===== config.mk =====
export PLATFORM = sky130hd
export DESIGN_NAME = ptc_ctrl
export DESIGN_NICKNAME = d
export VERILOG_FILES = /design/src/hdl/ptc_pkg.sv /design/src/hdl/ptc_ctrl.sv
export SDC_FILE = /design/constraint.sdc
export NUM_CORES = 1
export LEC_CHECK = 0
export BUFFER_PORTS_ARGS = -buffer_cell sky130_fd_sc_hd__buf_2
export CORE_MARGIN = 1
export CORE_UTILIZATION = 50
export CTS_BUF_LIST = sky130_fd_sc_hd__clkbuf_16
export DETAILED_ROUTE_END_ITERATION = 12
export PLACE_DENSITY = 0.73
export SLEW_MARGIN = 25
export SYNTH_ARGS = -nofsm -noshare
export SYNTH_HDL_FRONTEND = slang
export SYNTH_SLANG_ARGS = --single-unit

===== constraint.sdc =====
create_clock -name clk -period 2.7 [get_ports clk]
set_input_delay 0.27 -clock clk [delete_from_list [all_inputs] [get_ports clk]]
set_output_delay 0.27 -clock clk [all_outputs]
set_load 0.03 [all_outputs]

===== src/hdl/ptc_pkg.sv =====
// Shared constants, codes and types of the ToT-to-charge calibration block.
`timescale 1ns / 1ps

package ptc_pkg;

	// Pixel matrix geometry and address width of the per-pixel stores.
	localparam int NUM_ROWS  = 192;
	localparam int NUM_COLS  = 400;
	localparam int PIX_DEPTH = NUM_ROWS * NUM_COLS;
	localparam int ADDR_W    = (PIX_DEPTH > 1) ? $clog2(PIX_DEPTH) : 1;

	// Field widths fixed by the item format.
	localparam int COL_W  = 9;
	localparam int ROW_W  = 8;
	localparam int COEF_W = 32;
	localparam int TOT_W  = 4;
	localparam int VCAL_W = 12;

	// Iteration counts of the square root and of the final division.
	localparam int SQRT_STEPS = 64;
	localparam int DIV_STEPS  = VCAL_W;
	localparam int CNT_W      = $clog2(SQRT_STEPS);

	// Item modes.
	localparam logic MODE_LOAD    = 1'b0;
	localparam logic MODE_CONVERT = 1'b1;

	// Result status codes.
	typedef enum logic [1:0] {
		STAT_OK       = 2'd0,
		STAT_UNLOADED = 2'd1,
		STAT_BADFIT   = 2'd2,
		STAT_SAT      = 2'd3
	} ptc_status_t;

	// Datapath operations, one per controller step.
	typedef enum logic [4:0] {
		OP_IDLE,
		OP_CLEAR,
		OP_READ,
		OP_CHK,
		OP_AC,
		OP_Q,
		OP_P0,
		OP_P1,
		OP_P2,
		OP_P3,
		OP_SGN,
		OP_SQ,
		OP_NUM,
		OP_CHK2,
		OP_DIV,
		OP_DEND
	} ptc_op_t;

	// Controller states.
	typedef enum logic [4:0] {
		ST_CLEAR,
		ST_IDLE,
		ST_READ,
		ST_CHK,
		ST_AC,
		ST_Q,
		ST_P0,
		ST_P1,
		ST_P2,
		ST_P3,
		ST_SGN,
		ST_SQ,
		ST_NUM,
		ST_CHK2,
		ST_DIV,
		ST_DEND,
		ST_FIN
	} ptc_state_t;

	// Commands from the controller to the datapath.
	typedef struct packed {
		ptc_op_t op;
		logic    accept;
		logic    out_load;
	} ptc_cmd_t;

	// Status from the datapath to the controller.
	typedef struct packed {
		logic clr_done;
		logic early;
	} ptc_sts_t;

endpackage


===== src/hdl/ptc_ctrl.sv =====
// Controller state machine of the ToT-to-charge calibration block.
`timescale 1ns / 1ps

module ptc_ctrl
	import ptc_pkg::*;
(
	input  logic     clk,
	input  logic     arst_n,
	input  logic     in_valid,
	output logic     in_ready,
	input  logic     mode,
	output logic     out_valid,
	input  logic     out_ready,
	input  ptc_sts_t sts,
	output ptc_cmd_t cmd
);

	ptc_state_t state_q, state_d;
	logic [CNT_W-1:0] cnt_q, cnt_d;
	logic out_valid_q;

	// State, step counter and result valid flag.
	always_ff @(posedge clk or negedge arst_n) begin
		if (!arst_n) begin
			state_q     <= ST_CLEAR;
			cnt_q       <= '0;
			out_valid_q <= 1'b0;
		end else begin
			state_q <= state_d;
			cnt_q   <= cnt_d;
			if (cmd.out_load)
				out_valid_q <= 1'b1;
			else if (out_ready)
				out_valid_q <= 1'b0;
		end
	end

	assign out_valid = out_valid_q;
	assign in_ready  = (state_q == ST_IDLE);

	// Next state and commands.
	always_comb begin
		state_d      = state_q;
		cnt_d        = cnt_q;
		cmd.op       = OP_IDLE;
		cmd.accept   = 1'b0;
		cmd.out_load = 1'b0;
		unique case (state_q)
			ST_CLEAR: begin
				cmd.op = OP_CLEAR;
				if (sts.clr_done)
					state_d = ST_IDLE;
			end
			ST_IDLE: begin
				cmd.accept = in_valid;
				if (in_valid && mode == MODE_CONVERT)
					state_d = ST_READ;
			end
			ST_READ: begin
				cmd.op  = OP_READ;
				state_d = ST_CHK;
			end
			ST_CHK: begin
				cmd.op  = OP_CHK;
				state_d = sts.early ? ST_FIN : ST_AC;
			end
			ST_AC: begin
				cmd.op  = OP_AC;
				state_d = ST_Q;
			end
			ST_Q: begin
				cmd.op  = OP_Q;
				state_d = ST_P0;
			end
			ST_P0: begin
				cmd.op  = OP_P0;
				state_d = ST_P1;
			end
			ST_P1: begin
				cmd.op  = OP_P1;
				state_d = ST_P2;
			end
			ST_P2: begin
				cmd.op  = OP_P2;
				state_d = ST_P3;
			end
			ST_P3: begin
				cmd.op  = OP_P3;
				state_d = ST_SGN;
			end
			ST_SGN: begin
				cmd.op  = OP_SGN;
				cnt_d   = '0;
				state_d = sts.early ? ST_FIN : ST_SQ;
			end
			ST_SQ: begin
				cmd.op = OP_SQ;
				cnt_d  = cnt_q + 1'b1;
				if (cnt_q == CNT_W'(SQRT_STEPS - 1))
					state_d = ST_NUM;
			end
			ST_NUM: begin
				cmd.op  = OP_NUM;
				state_d = ST_CHK2;
			end
			ST_CHK2: begin
				cmd.op  = OP_CHK2;
				cnt_d   = '0;
				state_d = sts.early ? ST_FIN : ST_DIV;
			end
			ST_DIV: begin
				cmd.op = OP_DIV;
				cnt_d  = cnt_q + 1'b1;
				if (cnt_q == CNT_W'(DIV_STEPS - 1))
					state_d = ST_DEND;
			end
			ST_DEND: begin
				cmd.op  = OP_DEND;
				state_d = ST_FIN;
			end
			ST_FIN: begin
				// Hand the result over once the output register is free.
				if (!out_valid_q || out_ready) begin
					cmd.out_load = 1'b1;
					state_d      = ST_IDLE;
				end
			end
			default: state_d = ST_IDLE;
		endcase
	end

endmodule


# Word-level counts from Yosys, hierarchy flattened
# Cells that the tools add are included.
[totals] regBits=12 in_bits=7 out_inout_bits=9 word_cells=52
[op_classes] n_addsub=1 eq_ne=23 n_mux=16 n_reduce_logical=9
[op_table] op="5-bit case mux with 17 select lines" n=1
[op_table] op="4-bit case mux with 15 select lines" n=1
[op_table] op="5-bit by 4-bit == test with 1-bit output (second input constant)" n=8
[op_table] op="5-bit 2-to-1 mux" n=8
[op_table] op="5-bit by 3-bit == test with 1-bit output (second input constant)" n=4
[op_table] op="6-bit case mux with 2 select lines" n=1
[op_table] op="5-bit by 2-bit == test with 1-bit output (second input constant)" n=2
[op_table] op="2-bit != test (second input constant)" n=4
[op_table] op="6-bit by 1-bit adder with 6-bit output (second input constant)" n=1
[op_table] op="6-bit by 4-bit == test with 1-bit output (second input constant)" n=1
[op_table] op="6-bit == test (second input constant)" n=1
[op_table] op="5-bit by 1-bit == test with 1-bit output (second input constant)" n=1
[op_table] op="5-bit == test (second input constant)" n=1
[op_table] op="5-bit zero test" n=1
[op_table] op="1-bit 2-to-1 mux" n=5
[op_table] op="5-bit AND reduction" n=1
[op_table] op="2-bit nonzero test" n=2
[op_table] op="2-bit OR reduction" n=2
[op_table] op="2-bit by 1-bit != test with 1-bit output (second input constant)" n=1
[op_table] op="1-bit logical AND" n=1
[op_table] op="1-bit zero test" n=1
[op_table] op="1-bit logical OR" n=1

# Logic depth before layout (Yosys ltp)
[depth] word_depth=5 depth_mapped=6 ltp_nobuf=6

# Worst setup path before layout
# Ideal clock, no wire load.
[synth_path] kind="flip-flop to output port" from="register state_q[3]" to="output cmd[1] in the netlist's numbering" arrival_ns=1.665 required_ns=2.430 path_slack_ns=0.765 stages_incl_launch_ff=4 n_path_buf=1 path_cell_list="dfrtp_1 buf_2 nor4_2 and2_1"
[synth_lines] element="from (decl)" line_no="ptc_ctrl.sv:18" text="ptc_state_t state_q, state_d;"
[synth_lines] element="from (signal assigned)" line_no="ptc_ctrl.sv:29" text="state_q <= state_d;"
[synth_lines] element="to (decl)" line_no="ptc_ctrl.sv:15" text="output ptc_cmd_t cmd"

==> results.tsv <==
stage	metric	value	unit
status	status	finished, violations left	
status	violated_checks	design-rule violations	
floorplanning	die-height	43.65	um
floorplanning	die-width	43.65	um
cts	max-clock-path-buffers	2	
global_route	antenna_found_initial	0	
synth	postSynth.asyncResetShare	100.0	%
power	pwr_density_cell	1220	nW/um2
final_layout	finish.net_count	116	
sta	timing_hold_violations_final	0	
cts	cts_setup_buffers	0	
cts	root_buffer	clkbuf_16	
synth	synth.cell_area	867.1	um2
sta	worst-slew-pin-transition	656.5	ps
floorplanning	top_level_port_count	16	
sta	relSlewSlack	56.23	%
cts	ctsHoldBuffers	1	
setup_path	timing.critical_path.slowest_stage_cell	dfrtp_1	
setup_path	regToRegSetupSlack	810	ps
synth	synth-seq-cells	12	
sta	clock.fmax	513.7	MHz
floorplanning	cell_row_count	14	
routing	drc	1	
routing	drt-pass1-iter-count	8	
synth	yosysUniqueCellTypes	40	
setup_path	worst_path_largest_cell_delay	620	ps
routing	route.vias.total	750	
cts	numCtsBuffers	3	
final_layout	area_growth_syn_to_layout	14.29	%
synth	postSynthNetCount	103	
setup_path	critPathArrivalTime	1680	ps
setup_path	number_of_buffers_and_inverters_on_the_critical_path	1	
global_route	grt_first_pass_wirelength	2.967	mm
cts	cts_repair_resize_count	0	
floorplanning	start_util	55.62	%
cts	cts.sinks	12	
final_layout	final_util	63.56	%
place	place.detailed.hpwl	1.249	mm
setup_path	reg2reg_from	state_q[3]$_DFFE_PN0P_	
sta	setup_viol_count_final	0	
place	gp_congestion	0.7908	
sta	rsz_0062_raised_after_global_routing	no	
routing	wl	1.846	mm
synth	synth_enable_flop_cells	0	
routing	wire_per_inst	15.13	um
setup_path	crit_type	flop to output pin	
routing	initialDrtViolationCount	29	
setup_path	timing.critical_path.from_type	flop	
setup_path	worst-r2r-cell-count	5	
setup_path	timing.rr.end	state_q[1]$_DFFE_PN0P_	
setup_path	worst_setup_end_kind	output pin	
synth	yosysWarningCount	0	
power	maximum_ir_drop_on_the_vdd_rail	672.3	uV
hold_path	worstHoldStart	sts[0]	
cts	worstSkewPairLatency	240	ps
final_layout	final.fill_count	129	
setup_path	timing.critical_path.fanout_max	11	
hold_path	hold_path_class	input port to flop	
setup_path	critical-path-top-delay-family	simple AND/OR/NAND/NOR gates	
final_layout	final-seq-area	300.3	um2
sta	slew_violations	0	
setup_path	path_cells	nand2b_1, nor4_2, and2_1, buf_2	
routing	route.antenna.remaining_nets	0	
synth	synthFlopType	dfrtp_1	
global_route	track_usage	22.26	%
sta	timing.final.crit_period	1947	ps
setup_path	crit_required	2430	ps
global_route	grt_overflow_total	0	
sta	final_min_period_over_clock_period	72.09	%
global_route	number_of_global_route_vias_before_repair	684	
cts	clk_transition_reported_paths	40	ps
final_layout	n_antenna_cell	0	
synth	post_synthesis_sequential_area_ratio	34.63	%
synth	syn_avg_cell_area	9.127	um2
final_layout	area_occupied_by_multi_input_gates	511.7	um2
power	overall_power_after_layout	0.001209	W
flow_run	drv.max_cap_violation_count	0	
hold_path	min_path_cells	2	
final_layout	post_route_cells_drive_above_1_share	24.53	%
cts	tritoncts_clock_tree	yes	
global_route	grt_max_degree	18	
power	static-leakage-power	0.4591	nW
hold_path	whs_endpoint	state_q[3]$_DFFE_PN0P_	
synth	post_synth_inst_count	95	
floorplanning	area_of_the_core	1559	um2
place	placement.io_buffers	14	
routing	drt-vias-per-instance	6.148	
setup_path	critical_path.startpoint	state_q[0]$_DFFE_PN0P_	
sta	finClkSkew	2.270	ps
sta	tns	0	ps
cts	clock_tree.htree_level_count	1	
floorplanning	die_area	1905	um2
-- logic make-up after synthesis --
kind of cell,after synthesis,share of synthesized area (%)
buffers and inverters,8,6.348
and+or+nand+nor,44,30.59
muxes,2,2.886
DFF,12,34.63
xor gates and xnor gates,7,7.071
AOI/OAI and AO/OA,20,16.59
other,1,0.4325
adders and majority gates,1,1.443
-- Yosys cell counts (2+ instances only) --
| cell type | count | area (um2) |
|---|---|---|
| dfrtp_1 | 12 | 300.3 |
| nand2_1 | 12 | 45.04 |
| o21ai_1 | 8 | 40.04 |
| nor2_1 | 7 | 26.28 |
| xor2_1 | 5 | 43.79 |
| nand3_1 | 4 | 20.02 |
| a21oi_1 | 3 | 15.01 |
| and3_1 | 3 | 18.77 |
| nand2b_1 | 3 | 18.77 |
| a22o_1 | 2 | 17.52 |
| buf_2 | 2 | 10.01 |
| buf_4 | 2 | 15.01 |
| buf_6 | 2 | 22.52 |
| nor2b_1 | 2 | 12.51 |
| nor3_1 | 2 | 10.01 |
| xnor2_1 | 2 | 17.52 |
-- area by class of cell --
type	count	area share [%]
timing repair buffer	15	8.081
multi-input combinational	75	51.64
clock buffer	3	7.576
sequential	12	30.30
inverter	1	0.3788
tap	16	2.020
-- report_power, final --
part / total [W] / switching (W) / internal, W / leakage, nW
combinational: 0.000558 / 0.000313 / 0.000245 / 0.263
sequential: 0.000384 / 0.000157 / 0.000227 / 0.159
clock: 0.000267 / 0.0000740 / 0.000193 / 0.0370
-- sequential cells by signal (all words and copies together), names as in the netlist --
| signal | cells |
|---|---|
| out_valid | 1 |
| state_q | 5 |
| cnt_q | 6 |
-- worst register-to-register path: stages (launching register included) --
cell and delay [ps]:
dfrtp_1 610, nor2b_4 290, nand2_1 130, o31ai_2 320, a211oi_2 100, mux2_4 320
-- how the worst max path moves through the flow --
stage | end | slack [ps] | depth (start not counted)
after global placement | state_q[1]$_DFFE_PN0P_ | 850 | 5
after floorplan | cmd[1] | 770 | 3
after global routing | cmd[2] | 650 | 4
after CTS | cmd[1] | 740 | 4
final | cmd[1] | 750 | 4
after detailed placement | state_q[1]$_DFFE_PN0P_ | 830 | 5
-- metal layers --
| layer | wire (um) | track usage (%) |
|---|---|---|
| met5 | 0 | 0 |
| met1 | 816 | 27.37 |
| met4 | 60 | 15.00 |
| met3 | 117 | 4.583 |
| met2 | 852 | 34.93 |
-- stage by stage --
step,setup WS (ps),instance area (um2),cells,hold WS (ps)
finish,753.4,991.0,122,282.1
floorplan,765.3,867.1,95,-25.59
CTS,735.6,991.0,122,278.8
detailed placement,828.4,905.9,118,166.5
global placement,851.8,905.9,118,168.3
global route,648.7,991.0,122,298.5
-- cell usage in the layout, fill, tap and decap left out, drive strengths merged, types with 4 or more instances in the layout --
master | Yosys | routed
buf | 6 | 14
nand2 | 13 | 13
dfrtp | 12 | 12
o21ai | 8 | 8
nor2 | 7 | 7
xor2 | 5 | 5
nand3 | 4 | 4
No activity file was read; power rests on OpenSTA's default activity.
